[config.mk]
export PLATFORM = sky130hd
export DESIGN_NAME = ascii_hex_frame_receiver
export DESIGN_NICKNAME = d
export VERILOG_FILES = /design/src/rtl/ahfr_pkg.sv /design/src/rtl/ahfr_ctrl.sv /design/src/rtl/ahfr_dpath.sv /design/src/rtl/ascii_hex_frame_receiver.sv
export SDC_FILE = /design/constraint.sdc
export NUM_CORES = 1
export LEC_CHECK = 0
export ABC_AREA = 1
export BUFFER_PORTS_ARGS = -buffer_cell sky130_fd_sc_hd__buf_2
export CAP_MARGIN = 20
export CORE_MARGIN = 1
export CORE_UTILIZATION = 54
export CTS_BUF_LIST = sky130_fd_sc_hd__clkbuf_16
export DETAILED_ROUTE_END_ITERATION = 10
export PLACE_DENSITY = 0.79
export SLEW_MARGIN = 20
export SYNTH_ARGS = -nofsm -noshare
export SYNTH_HDL_FRONTEND = slang
export SYNTH_HIERARCHICAL = 1
export SYNTH_SLANG_ARGS = --single-unit
[constraint.sdc]
create_clock -name clk -period 2.07 [get_ports clk]
set_input_delay 0.3105 -clock clk [delete_from_list [all_inputs] [get_ports clk]]
set_output_delay 0.3105 -clock clk [all_outputs]
set_load 0.01 [all_outputs]
[src/rtl/ahfr_pkg.sv]
`timescale 1ns / 1ps
// ----------------------------------------------------------------------------
// ahfr_pkg: shared constants and types of the ASCII hex frame receiver
// Frame geometry, character codes and the controller/datapath interface.
// ----------------------------------------------------------------------------
package ahfr_pkg;

	localparam int FRAME_BYTES = 8;
	localparam int SN_POSITION = 1;

	// Byte index and digit count widths. The digit count spans 2*FRAME_BYTES.
	localparam int IDX_W = $clog2(FRAME_BYTES);
	localparam int POS_W = IDX_W + 1;

	localparam bit SN_VALID = (SN_POSITION < FRAME_BYTES);
	localparam int SN_IDX   = SN_VALID ? SN_POSITION : 0;

	localparam logic [7:0] CH_START = 8'h3C;
	localparam logic [7:0] CH_HEAD  = 8'h46;
	localparam logic [7:0] CH_END   = 8'h3E;

	typedef struct packed {
		logic             hi_we;
		logic             lo_we;
		logic [IDX_W-1:0] wr_idx;
		logic [IDX_W-1:0] rd_idx;
		logic             last;
	} ahfr_cmd_t;

	typedef struct packed {
		logic is_start;
		logic is_head;
		logic is_end;
	} ahfr_status_t;

endpackage

[src/rtl/ahfr_ctrl.sv]
`timescale 1ns / 1ps
// ----------------------------------------------------------------------------
// ahfr_ctrl: frame receiver controller
// Tracks the frame phase and digit count, then walks the buffer on emit.
// ----------------------------------------------------------------------------
module ahfr_ctrl (
	input  logic                  clk,
	input  logic                  arst_n,
	input  logic                  in_valid,
	output logic                  in_stall,
	output logic                  out_valid,
	input  logic                  out_stall,
	input  ahfr_pkg::ahfr_status_t status,
	output ahfr_pkg::ahfr_cmd_t   cmd
);

	localparam logic [2:0] ST_HUNT   = 3'd0;
	localparam logic [2:0] ST_HEADER = 3'd1;
	localparam logic [2:0] ST_DATA   = 3'd2;
	localparam logic [2:0] ST_END    = 3'd3;
	localparam logic [2:0] ST_EMIT   = 3'd4;

	localparam logic [ahfr_pkg::IDX_W-1:0] LAST_IDX =
		ahfr_pkg::IDX_W'(ahfr_pkg::FRAME_BYTES - 1);

	logic [2:0]                   state_q;
	logic [ahfr_pkg::POS_W-1:0]   pos_q;
	logic [ahfr_pkg::IDX_W-1:0]   emit_q;
	logic                         in_acc;
	logic                         out_take;
	logic [ahfr_pkg::IDX_W-1:0]   pair_idx;

	assign in_stall  = (state_q == ST_EMIT);
	assign out_valid = (state_q == ST_EMIT);
	assign in_acc    = in_valid && !in_stall;
	assign out_take  = out_valid && !out_stall;
	assign pair_idx  = pos_q[ahfr_pkg::POS_W-1:1];

	always_comb begin
		cmd.hi_we  = in_acc && !status.is_start && (state_q == ST_DATA) && !pos_q[0];
		cmd.lo_we  = in_acc && !status.is_start && (state_q == ST_DATA) && pos_q[0];
		cmd.wr_idx = pair_idx;
		cmd.rd_idx = emit_q;
		cmd.last   = (emit_q == LAST_IDX);
	end

	always_ff @(posedge clk or negedge arst_n) begin
		if (!arst_n) begin
			state_q <= ST_HUNT;
			pos_q   <= '0;
			emit_q  <= '0;
		end else if (state_q == ST_EMIT) begin
			if (out_take) begin
				if (emit_q == LAST_IDX) begin
					state_q <= ST_HUNT;
				end else begin
					emit_q <= emit_q + 1'b1;
				end
			end
		end else if (in_acc) begin
			if (status.is_start) begin
				// A start character restarts the frame from any phase.
				state_q <= ST_HEADER;
				pos_q   <= '0;
			end else begin
				case (state_q)
					ST_HEADER: begin
						state_q <= status.is_head ? ST_DATA : ST_HUNT;
						pos_q   <= '0;
					end
					ST_DATA: begin
						if (pos_q[0] && (pair_idx == LAST_IDX)) begin
							state_q <= ST_END;
							pos_q   <= '0;
						end else begin
							pos_q <= pos_q + 1'b1;
						end
					end
					ST_END: begin
						pos_q   <= '0;
						emit_q  <= '0;
						state_q <= status.is_end ? ST_EMIT : ST_HUNT;
					end
					default: begin
						state_q <= ST_HUNT;
					end
				endcase
			end
		end
	end

endmodule

[src/rtl/ahfr_dpath.sv]
`timescale 1ns / 1ps
// ----------------------------------------------------------------------------
// ahfr_dpath: frame receiver datapath
// Classifies characters, decodes hex digit pairs and holds the frame buffer.
// ----------------------------------------------------------------------------
module ahfr_dpath (
	input  logic                   clk,
	input  logic [7:0]             rx_char,
	input  ahfr_pkg::ahfr_cmd_t    cmd,
	output ahfr_pkg::ahfr_status_t status,
	output logic [7:0]             frame_byte,
	output logic [2:0]             byte_position,
	output logic                   last_byte,
	output logic [7:0]             sequence_byte
);

	logic [7:0] store_q [ahfr_pkg::FRAME_BYTES];
	logic [3:0] hi_nib_q;
	logic [3:0] cur_nib;

	// Characters other than 0-9, A-F and a-f decode as zero.
	function automatic logic [3:0] nibble_of(input logic [7:0] c);
		logic [3:0] n;
		if (c >= 8'h30 && c <= 8'h39) begin
			n = c[3:0];
		end else if ((c >= 8'h41 && c <= 8'h46) || (c >= 8'h61 && c <= 8'h66)) begin
			n = c[3:0] + 4'd9;
		end else begin
			n = 4'd0;
		end
		return n;
	endfunction

	assign cur_nib = nibble_of(rx_char);

	always_comb begin
		status.is_start = (rx_char == ahfr_pkg::CH_START);
		status.is_head  = (rx_char == ahfr_pkg::CH_HEAD);
		status.is_end   = (rx_char == ahfr_pkg::CH_END);
	end

	always_ff @(posedge clk) begin
		if (cmd.hi_we) begin
			hi_nib_q <= cur_nib;
		end
		if (cmd.lo_we) begin
			store_q[cmd.wr_idx] <= {hi_nib_q, cur_nib};
		end
	end

	assign frame_byte    = store_q[cmd.rd_idx];
	assign byte_position = 3'(cmd.rd_idx);
	assign last_byte     = cmd.last;
	assign sequence_byte = ahfr_pkg::SN_VALID ? store_q[ahfr_pkg::SN_IDX] : 8'h00;

endmodule

[src/rtl/ascii_hex_frame_receiver.sv]
`timescale 1ns / 1ps
// ----------------------------------------------------------------------------
// ascii_hex_frame_receiver: decodes '<' 'F' hex... '>' frames into bytes
// Top level joining the frame controller and the decoding datapath.
// ----------------------------------------------------------------------------
// One received character is taken per clock cycle while the block is parsing.
// After a frame closes with a good '>', the block presents the FRAME_BYTES
// decoded bytes one per cycle (longer when the output stalls), walked out of
// the frame buffer by the emit counter; the input is stalled for that whole
// run. Every result carries its byte position, a last flag on the final
// byte and the byte at the sequence position. Bad headers or terminators
// drop silently.
module ascii_hex_frame_receiver (
	input  logic       clk,
	input  logic       arst_n,
	input  logic       in_valid,
	output logic       in_stall,
	input  logic [7:0] rx_char,
	output logic       out_valid,
	input  logic       out_stall,
	output logic [7:0] frame_byte,
	output logic [2:0] byte_position,
	output logic       last_byte,
	output logic [7:0] sequence_byte
);

	ahfr_pkg::ahfr_cmd_t    cmd;
	ahfr_pkg::ahfr_status_t status;

	ahfr_ctrl u_ctrl (
		.clk       (clk),
		.arst_n    (arst_n),
		.in_valid  (in_valid),
		.in_stall  (in_stall),
		.out_valid (out_valid),
		.out_stall (out_stall),
		.status    (status),
		.cmd       (cmd)
	);

	ahfr_dpath u_dpath (
		.clk           (clk),
		.rx_char       (rx_char),
		.cmd           (cmd),
		.status        (status),
		.frame_byte    (frame_byte),
		.byte_position (byte_position),
		.last_byte     (last_byte),
		.sequence_byte (sequence_byte)
	);

endmodule

==> flow_summary_export.csv, run 1 <==
group,metric,value,unit
status,status,"completed",
placed_design,io_buffers,33,
finish,drive_gt1_share,18.0,%
sta,drv_slew,0,
critical_path,critPathBufInv,2,
cts,postCtsSetupRepairBufs,0,
finish,layout.nets,509,
placed_design,placed_cell_area,4280,um^2
finish,final_common_cell,"nand2_1",
finish,area_growth,13.9,%
global_route,grt_max_degree,33,
sta,hold_viol,0,
yosys,synth_fa_ha_area_share,2.18,%
pwr,combPwrFrac,2.9,%
critical_path,cpPeakStageDelay,510,ps
global_route,track_usage,23.6,%
floorplanning,die_h,88.2,um
yosys,syn_inst,446,
placed_design,gp_congestion,0.849,
yosys,synth_mux_area_share,0,%
critical_path,worst_setup_path_end_kind,"primary output",
placed_design,hpwl,5720,um
pwr,p_per_area,718,nW/um^2
global_route,grt_pass1_wl,13200,um
finish,design_area,4570,um^2
pwr,power.share.clock,45.0,%
pwr,p_total,3280,uW
yosys,synth_top_family_by_area,"simple AND/OR/NAND/NOR gates",
cts,cts_root_buf,"clkbuf_16",
cts,clkLatencyLatePin,340,ps
finish,antenna_cells,0,
drt,viasPerCell,4.95,
cts,ctsHtreeMaxLevel,3,
placed_design,dp_slack,19.9,ps
cts,cts_tree,"yes",
critical_path,critical_path.top_delay_family,"flip-flops",
cts,clock-sinks,78,
sta,slew_headroom,72.7,%
yosys,synth_xor_area_share,0,%
drt,vias,2938,
critical_path,worstSetupPathType,"reg -> out",
yosys,yosys.area_share.simple,27.3,%
sta,worstMarginPinSlew,409,ps
finish,stdcell_count,594,
cts,path_clk_slew,60,ps
critical_path,cp_cell_sequence,"inv_6 -> nand2_1 -> nand3_1 -> nand2_1 -> nand2_1 -> nand2_1 -> buf_2",
sta,setup_slack,95.8,ps
sta,setup_viol_count_final,0,
floorplanning,die_area,7780,um^2
critical_path,cp.required,1760,ps
critical_path,worstPathMaxFanout,32,
finish,multi_input_area,1210,um^2
global_route,grt_pass1_vias,2764,
finish,fill_cells,579,
placed_design,place_inst,577,
yosys,synth.distinct_cells,23,
pwr,seqPwrFrac,52.1,%
floorplanning,io_pins,34,
global_route,antenna_found_initial,0,
yosys,syn_area,4010,um^2
sta,min_period,1970,ps
min_path,hold_path.class,"in -> reg",
sta,grt_setup_unrepaired,"false",
global_route,overflow,0,
sta,period_share,95.4,%
cts,clockBufferDepth,2,
drt,drt_iter0_markers,224,
pwr,p_int,2650,uW
yosys,synth_compound_area_share,0.592,%
sta,clock.fmax,507,MHz
yosys,ys_seq_elements,78,
critical_path,cpMaxStageDelayCell,"dfrtp_2",
critical_path,start_kind,"register",
sta,fin_worst_skew,9.97,ps
drt,drc,0,
yosys,ys_seq_area_share,57.1,%
finish,final_cell_mix,"nand2_1, inv_1, edfxtp_1",
floorplanning,rows,31,
drt,postRouteAntennaNets,0,
critical_path,crit_top_cell,"nand2_1",
floorplanning,die_w,88.2,um
floorplanning,start_util,55.6,%
cts,cts_made_buffers,9,
yosys,synth_warnings,6,
pwr,p_switching,631,uW
pwr,p_leak,0.00224,uW
floorplanning,core,7210,um^2
pwr,p_sw_share,19.2,%
flow_run,cap_viol_max_count,0,
drt,wl_per_cell,13.8,um
pwr,worst_ir_drop_vdd,417,uV
sta,fin_setup_tns,0,ps
finish,register_area,2290,um^2
critical_path,worst_ep_arrival_time,1660,ps
drt,wl,8180,um
drt,firstDrtPassIters,5,
yosys,synth_area_per_cell,9.00,um^2
yosys,synth_nets,465,
-- per-layer routing --
metal | part of all wire (%) | vias to the layer above | track usage (%)
met1 | 42 | 1347 | 29.2
met2 | 50 | 101 | 40.6
li1 | - | 1479 | -
met3 | 6.0 | 11 | 6.41
met5 | 0 | - | 0
met4 | 1.5 | 0 | 7.18
-- synth_stat cells --
| master | number | area, um^2 |
|---|---|---|
| buf_2 | 2 | 10.0 |
| buf_6 | 6 | 67.6 |
| nand3_2 | 3 | 30.0 |
| nor2_4 | 2 | 22.5 |
| inv_1 | 89 | 334 |
| nand3_1 | 44 | 220 |
| a21oi_1 | 2 | 10.0 |
| o21ai_2 | 1 | 8.76 |
| edfxtp_1 | 68 | 2040 |
| nand2_2 | 12 | 75.1 |
| nor2_1 | 25 | 93.8 |
| inv_2 | 3 | 11.3 |
| nand4_1 | 12 | 75.1 |
| and3_1 | 1 | 6.26 |
| nand2_4 | 2 | 22.5 |
| ha_1 | 7 | 87.6 |
| nand3b_1 | 1 | 7.51 |
| buf_4 | 11 | 82.6 |
| dfrtp_1 | 10 | 250 |
| o21ai_0 | 1 | 5.00 |
| inv_6 | 1 | 8.76 |
| nor4_1 | 2 | 12.5 |
| nand2_1 | 141 | 529 |
-- layout make-up --
type / instances / share of cell area, %
flip-flops and latches: 78 / 50.2
multi-input cells: 256 / 26.4
inverters: 93 / 7.74
repair buffers: 52 / 6.79
clock buffers: 9 / 4.93
well taps: 99 / 2.71
clock inverters: 7 / 1.29
-- per-stage QoR --
step	hold WS, ps	utilization, %
2_1_floorplan	14.9	-
3_3_place_gp	189	59.3
3_5_place_dp	187	59.3
4_1_cts	322	63.4
5_1_grt	351	63.4
6_report	343	63.4
-- sequential cells by signal (all words and copies together), names as in the netlist --
name and count:
u_ctrl/pos_q 4, u_dpath/store_q 64, u_ctrl/emit_q 3, u_dpath/hi_nib_q 4, u_ctrl/state_q 3
-- path summary, 6_finish.rpt --
| kind | startpoint | end | slack (ps) | cells past startpoint |
|---|---|---|---|---|
| min reg2reg | u_ctrl/pos_q[1]$_DFFE_PN0P_ | u_ctrl/pos_q[1]$_DFFE_PN0P_ | 590 | 2 |
| min in group asynchronous | arst_n | u_ctrl/state_q[1]$_DFFE_PN0P_ | 370 | 2 |
| max | u_ctrl/emit_q[0]$_DFFE_PN0P_ | frame_byte[1] | 100 | 7 |
| min | in_valid | u_ctrl/pos_q[0]$_DFFE_PN0P_ | 340 | 3 |
| max reg2reg | u_ctrl/state_q[1]$_DFFE_PN0P_ | u_dpath/store_q[1][3]$_DFFE_PP_ | 150 | 8 |
| max in group asynchronous | arst_n | u_ctrl/emit_q[0]$_DFFE_PN0P_ | 1480 | 2 |
-- logic make-up after synthesis --
logic type | Yosys count
adder cells (fa/ha/maj) | 7
flip-flops | 78
buffers and inverters | 112
AND/OR/NAND/NOR | 245
AO/OA/AOI/OAI | 4
-- repair_timing --
action | CTS | global route
endpoints found under the setup margin | 4 | 0
endpoints found under the hold margin | 10 | 0
resized for setup | 1 | 0
hold buffers | 1 | 0
-- power by group through the flow --
stage	clock (uW)	combinational (uW)	sequential, uW
floorplan	0	62.5	1740
global placement	0	92.9	1740
detailed placement	0	94.5	1740
CTS	1500	96.5	1710
global route	1570	113	1710
finish	1480	95.8	1710
-- tightest hold or removal path, stage by stage --
cell	delay [ps]
buf_2	130
nand4_1	110
o21ai_0	80
(Power assumes the default switching activity.)
==> run 2, diff against run 1 <==
--- a/config.mk
+++ b/config.mk
@@ -9,10 +9,10 @@
 export BUFFER_PORTS_ARGS = -buffer_cell sky130_fd_sc_hd__buf_2
 export CAP_MARGIN = 20
 export CORE_MARGIN = 1
-export CORE_UTILIZATION = 54
+export CORE_UTILIZATION = 60
 export CTS_BUF_LIST = sky130_fd_sc_hd__clkbuf_16
 export DETAILED_ROUTE_END_ITERATION = 10
-export PLACE_DENSITY = 0.79
+export PLACE_DENSITY = 0.86
 export SLEW_MARGIN = 20
 export SYNTH_ARGS = -nofsm -noshare
 export SYNTH_HDL_FRONTEND = slang
==> run 2 against run 1 <==
Non-clock buffer count stayed put. First-iteration DRC count is 51% higher. Cell count is 3.7% lower. Total power is 4.8% lower. Core utilization is 7.4 points higher. Global-route usage is 1.9 points higher. Register-to-register slack better by 90 ps. Flip-flop and latch count stayed put. Final area is 1.1% lower. Sequential power hardly changed. Clock power is 11% lower.
==> flow_summary_export.csv, run 2 (synthesis results as in run 1) <==
group,metric,value,unit
finish,antenna_cells,0,
placed_design,hpwl,5830,um
floorplanning,io_pins,34,
sta,clock.fmax,522,MHz
pwr,p_per_area,692,nW/um^2
critical_path,start_kind,"register",
critical_path,cpMaxStageDelayCell,"dfrtp_2",
drt,postRouteAntennaNets,0,
sta,hold_viol,0,
cts,cts_tree,"yes",
critical_path,cpPeakStageDelay,500,ps
finish,drive_gt1_share,17.6,%
cts,cts_root_buf,"clkbuf_16",
cts,postCtsSetupRepairBufs,0,
critical_path,cp_cell_sequence,"inv_6 -> nand2_1 -> nand3_1 -> nand2_1 -> nand2_1 -> nand2_1 -> buf_2",
cts,cts_made_buffers,9,
sta,fin_worst_skew,7.18,ps
finish,area_growth,12.6,%
pwr,p_leak,0.00223,uW
global_route,grt_pass1_vias,2805,
flow_run,cap_viol_max_count,0,
global_route,grt_max_degree,33,
sta,slew_headroom,68.7,%
finish,largest_register,"u_dpath/store_q",
finish,fin_util,70.8,%
sta,period_share,92.6,%
sta,setup_viol_count_final,0,
critical_path,cp.required,1760,ps
sta,min_period,1920,ps
global_route,antenna_found_initial,0,
floorplanning,die_area,7020,um^2
pwr,worst_ir_drop_vdd,511,uV
floorplanning,core,6390,um^2
cts,ctsHtreeMaxLevel,3,
cts,path_clk_slew,50,ps
drt,drt_iter0_markers,339,
floorplanning,die_h,83.8,um
floorplanning,start_util,62.8,%
critical_path,worst_ep_arrival_time,1610,ps
finish,final_cell_mix,"nand2_1, inv_1, edfxtp_1",
critical_path,worstSetupPathType,"reg -> out",
critical_path,worstPathMaxFanout,32,
critical_path,crit_top_cell,"nand2_1",
drt,firstDrtPassIters,6,
sta,drv_slew,0,
sta,worstMarginPinSlew,466,ps
critical_path,worst_setup_path_end_kind,"primary output",
global_route,overflow,0,
finish,layout.nets,509,
cts,clock-sinks,78,
min_path,hold_path.class,"in -> reg",
drt,wl_per_cell,14.4,um
cts,clkLatencyLatePin,330,ps
drt,wl,8210,um
critical_path,rr_startpoint,"u_ctrl/state_q[2]$_DFFE_PN0P_",
placed_design,gp_congestion,0.879,
sta,hold_ws,346,ps
critical_path,critPathLaunch,"u_ctrl/emit_q[0]$_DFFE_PN0P_",
min_path,min_from,"in_valid",
sta,fin_setup_tns,0,ps
finish,largest_reg_flops,64,
drt,viasPerCell,5.29,
global_route,track_usage,25.5,%
cts,clockBufferDepth,2,
placed_design,io_buffers,33,
sta,grt_setup_unrepaired,"false",
floorplanning,rows,29,
floorplanning,die_w,83.8,um
drt,drc,0,
global_route,grt_pass1_wl,13600,um
finish,top_regs,"u_dpath/store_q: 64 flops, u_ctrl/pos_q: 4 flops, u_dpath/hi_nib_q: 4 flops",
drt,vias,3026,
status,status,"completed",
finish,final_common_cell,"nand2_1",
## run 2: changes by cell type in the layout (fill, tap and decap cells not counted), sizes merged
cell	delta
clkinv	+1
inv	+1
clkinvlp	-1
bufinv	-1
## run 2: worst max-delay path, delay by kind of cell (launching register included)
kind	cells	cell delay [ps]
flip-flops	1	500
buffers and inverters	2	390
AND/OR/NAND/NOR	5	400
## run 2: path summary, 6_finish.rpt
path | end | slack, ps | depth (start not counted)
max in group asynchronous | u_ctrl/emit_q[0]$_DFFE_PN0P_ | 1460 | 2
max reg2reg | u_dpath/store_q[5][2]$_DFFE_PP_ | 240 | 7
min in group asynchronous | u_ctrl/emit_q[2]$_DFFE_PN0P_ | 390 | 2
min | u_ctrl/pos_q[0]$_DFFE_PN0P_ | 350 | 3
max | frame_byte[2] | 150 | 7
min reg2reg | u_ctrl/pos_q[3]$_DFFE_PN0P_ | 580 | 2
## run 2: layout make-up
type,count,area [um^2]
clock buffer,9,225
tap,77,96.3
clock inverter,7,27.5
fill,446,1870
multi-input combinational,256,1210
inverter,93,354
timing repair buffer,52,310
sequential,78,2290
## run 2: timing repair
action | CTS | global route
hold buffers | 1 | 0
setup endpoints to repair | 0 | 23
hold endpoints to repair | 10 | 0
resized for setup | 0 | 2
## run 2: where the power goes
group,switching [uW],internal [uW],total [uW],leakage [uW]
combinational,61.5,36.9,98.4,0.00134
clock,534,781,1320,0.000139
sequential,9.76,1700,1710,0.000754
total,606,2520,3130,0.00223
## run 2: layer usage
metal  global-route usage (%)  share of wire [%]  up-vias
met1                     33.0                 41     1386
li1                         -                  -     1481
met4                     11.6                1.9        0
met3                     4.25                7.5       17
met2                     42.5                 49      142
met5                        0                  0        -
## run 2: through the flow
stage	total power [uW]	setup slack, ps	area [um^2]	std cells
floorplan	1800	101	4010	446
global placement	1830	95.9	4250	555
detailed placement	1840	41.3	4250	555
CTS	3150	30.7	4510	572
global route	3220	24.5	4520	572
finish	3130	154	4520	572
==> run 3, diff against run 2 <==
--- a/config.mk
+++ b/config.mk
@@ -5,16 +5,13 @@
 export SDC_FILE = /design/constraint.sdc
 export NUM_CORES = 1
 export LEC_CHECK = 0
-export ABC_AREA = 1
 export BUFFER_PORTS_ARGS = -buffer_cell sky130_fd_sc_hd__buf_2
 export CAP_MARGIN = 20
 export CORE_MARGIN = 1
-export CORE_UTILIZATION = 60
+export CORE_UTILIZATION = 58
 export CTS_BUF_LIST = sky130_fd_sc_hd__clkbuf_16
 export DETAILED_ROUTE_END_ITERATION = 10
-export PLACE_DENSITY = 0.86
-export SLEW_MARGIN = 20
+export PLACE_DENSITY = 0.84
 export SYNTH_ARGS = -nofsm -noshare
 export SYNTH_HDL_FRONTEND = slang
-export SYNTH_HIERARCHICAL = 1
 export SYNTH_SLANG_ARGS = --single-unit
==> run 3 against run 2 <==
The flow now finishes with violations (setup timing). Critical path depth decreased by 3. Total power increased by 36%. Largest cell class unchanged. Global-route usage about the same. Sequential share of layout area increased by 3.5 points. Register-to-register slack got worse by 100 ps. Via count decreased by 31%. Cell count decreased by 40%.
==> flow_summary_export.csv, run 3 <==
group,metric,value,unit
status,status,"finished, violations left",
status,failed_checks,"setup timing",
finish,register_area,2290,um^2
critical_path,reg2reg_slack,140,ps
floorplanning,die_w,79.4,um
cts,path_clk_slew,60,ps
min_path,hold_path.class,"in -> reg",
yosys,yosysMostFrequentCell,"edfxtp_1",
drt,wl_per_cell,21.3,um
yosys,syn_inst,208,
sta,slew_headroom,50.4,%
floorplanning,core,5640,um^2
flow_run,cap_viol_max_count,0,
floorplanning,die_h,79.4,um
sta,fin_setup_tns,-782,ps
yosys,netlist_top_cells_count,"edfxtp_1, mux4_2, nand2_1",
finish,fill_cells,336,
finish,final_cell_mix,"edfxtp_1, buf_2, buf_4",
finish,top_regs,"u_dpath.store_q: 64 flops, u_ctrl.pos_q: 4 flops, u_dpath.hi_nib_q: 4 flops",
sta,period_share,106,%
drt,viasPerCell,6.09,
yosys,synth_warnings,0,
pwr,p_leak,0.00158,uW
sta,worstMarginPinSlew,741,ps
yosys,synthTopCellsByArea,"edfxtp_1, mux4_2, dfrtp_1",
yosys,synth_ff_type,"edfxtp_1",
cts,cts_tree,"yes",
sta,grt_setup_unrepaired,"true",
critical_path,cp.required,1760,ps
yosys,async_flop_share,12.8,%
drt,postRouteAntennaNets,0,
drt,wl,7310,um
yosys,synth_nets,227,
finish,layout.nets,286,
critical_path,worstSetupPathType,"reg -> out",
floorplanning,rows,27,
drt,drc,0,
cts,clockBufferDepth,2,
sta,clock.fmax,456,MHz
critical_path,worst_setup_path_end_kind,"primary output",
yosys,netlist.area_leader.share,58.8,%
drt,firstDrtPassIters,4,
critical_path,start_kind,"register",
finish,fin_util,74.9,%
critical_path,cp_cell_sequence,"clkbuf_16 -> mux4_2 -> mux2_4 -> buf_6",
critical_path,worstPathMaxFanout,9,
finish,stdcell_count,344,
global_route,grt_pass1_vias,2115,
yosys,ys_seq_elements,78,
cts,ctsHtreeMaxLevel,3,
min_path,min_from,"rx_char[2]",
sta,hold_viol,0,
global_route,track_usage,25.5,%
sta,setup_viol_count_final,8,
sta,setup_slack,-124,ps
drt,vias,2094,
yosys,synth_area_per_cell,16.7,um^2
floorplanning,io_pins,34,
critical_path,r2r_end,"u_ctrl.state_q[2]$_DFFE_PN0P_",
yosys,ys_seq_area_share,66.0,%
cts,cts_made_buffers,9,
cts,clkLatencyLatePin,330,ps
pwr,worst_ir_drop_vdd,656,uV
critical_path,cpMaxStageDelayCell,"mux4_2",
sta,fin_worst_skew,6.08,ps
finish,drive_gt1_share,40.8,%
finish,multi_input_area,1080,um^2
finish,antenna_cells,0,
critical_path,critical_path_depth,4,
min_path,whs_path_depth,3,
critical_path,ff2ff_path_depth,6,
sta,drv_slew,0,
global_route,grt_pass1_wl,11100,um
critical_path,cpPeakStageDelay,520,ps
cts,clock-sinks,78,
critical_path,critPathBufInv,2,
yosys,synth_edf_count,68,
finish,largest_reg_flops,64,
global_route,grt_max_degree,19,
placed_design,hpwl,4620,um
global_route,overflow,0,
critical_path,critical_path.top_delay_family,"multiplexers",
global_route,antenna_found_initial,0,
floorplanning,start_util,61.6,%
pwr,p_per_area,1010,nW/um^2
cts,cts_root_buf,"clkbuf_16",
finish,area_growth,21.6,%
finish,final_common_cell,"edfxtp_1",
floorplanning,die_area,6300,um^2
critical_path,critPathLaunch,"u_ctrl.emit_q[0]$_DFFE_PN0P_",
drt,drt_iter0_markers,137,
critical_path,worst_ep_arrival_time,1880,ps
yosys,synth_area_leader_cell,"edfxtp_1",
placed_design,io_buffers,33,
placed_design,place_inst,324,
yosys,synth.distinct_cells,51,
placed_design,gp_congestion,0.821,
sta,min_period,2190,ps
yosys,syn_area,3470,um^2
min_path,whs_endpoint,"u_ctrl.state_q[2]$_DFFE_PN0P_",
finish,largest_register,"u_dpath.store_q",
critical_path,rr_startpoint,"u_ctrl.emit_q[0]$_DFFE_PN0P_",
[run 3: area by class of cell]
type | count | area share (%)
Inverter | 11 | 0.977
Clock buffer | 9 | 5.33
Sequential cell | 78 | 54.3
Tap cell | 72 | 2.13
Clock inverter | 7 | 1.36
Multi-Input combinational cell | 107 | 25.6
Timing Repair Buffer | 60 | 10.3
[run 3: stage by stage]
| stage | area (um^2) | setup WS, ps | power, uW | hold slack, ps |
|---|---|---|---|---|
| floorplan | 3470 | -308 | 2450 | 14.9 |
| global placement | 3830 | 52.2 | 2660 | 182 |
| detailed placement | 3830 | -91.7 | 2690 | 185 |
| CTS | 4180 | -116 | 4220 | 322 |
| global route | 4230 | -173 | 4410 | 349 |
| finish | 4230 | -124 | 4260 | 336 |
[run 3: logic make-up (layout without fill, tap and decap cells)]
group | Yosys count | after routing | share of synthesized area [%]
compound gates | 27 | 27 | 6.05
simple gates | 45 | 45 | 7.82
mux | 26 | 26 | 13.6
buf+inv | 23 | 87 | 3.46
flops | 78 | 78 | 66.0
fa+ha+maj | 9 | 9 | 3.10
[run 3: power breakdown]
part	switching [uW]	total (uW)	internal (uW)
registers	115	1910	1800
clock network	568	1480	916
logic	391	865	474
[run 3: worst max path at each step]
stage	end	slack, ps
finish	frame_byte[2]	-120
global route	frame_byte[3]	-170
CTS	frame_byte[3]	-120
detailed placement	u_dpath.store_q[0][0]$_DFFE_PP_	-90
global placement	u_dpath.store_q[0][0]$_DFFE_PP_	50
floorplan	u_dpath.store_q[0][0]$_DFFE_PP_	-310
[run 3: worst register-to-register path, stage by stage (launching register included)]
cell and delay, ps:
dfrtp_2 430, clkbuf_16 190, ha_1 170, ha_2 240, a32oi_1 180, a31o_2 280, o41ai_1 310
[run 3: per-layer routing]
metal  wire, um  part of all wire (%)  global-route usage (%)  vias up
li1           -                     -                       -      940
met1       2820                    39                    31.8     1061
met2       3940                    54                    41.6       80
met3        428                   5.9                    6.97       13
met4        123                   1.7                    12.0        0
met5          0                     0                       0        -
[run 3: what timing repair did]
item,in CTS,in global routing
hold endpoints to repair,10,0
hold buffers,1,0
gates cloned,0,1
resized for setup,9,4
setup endpoints to repair,8,9
buffers inserted,1,0
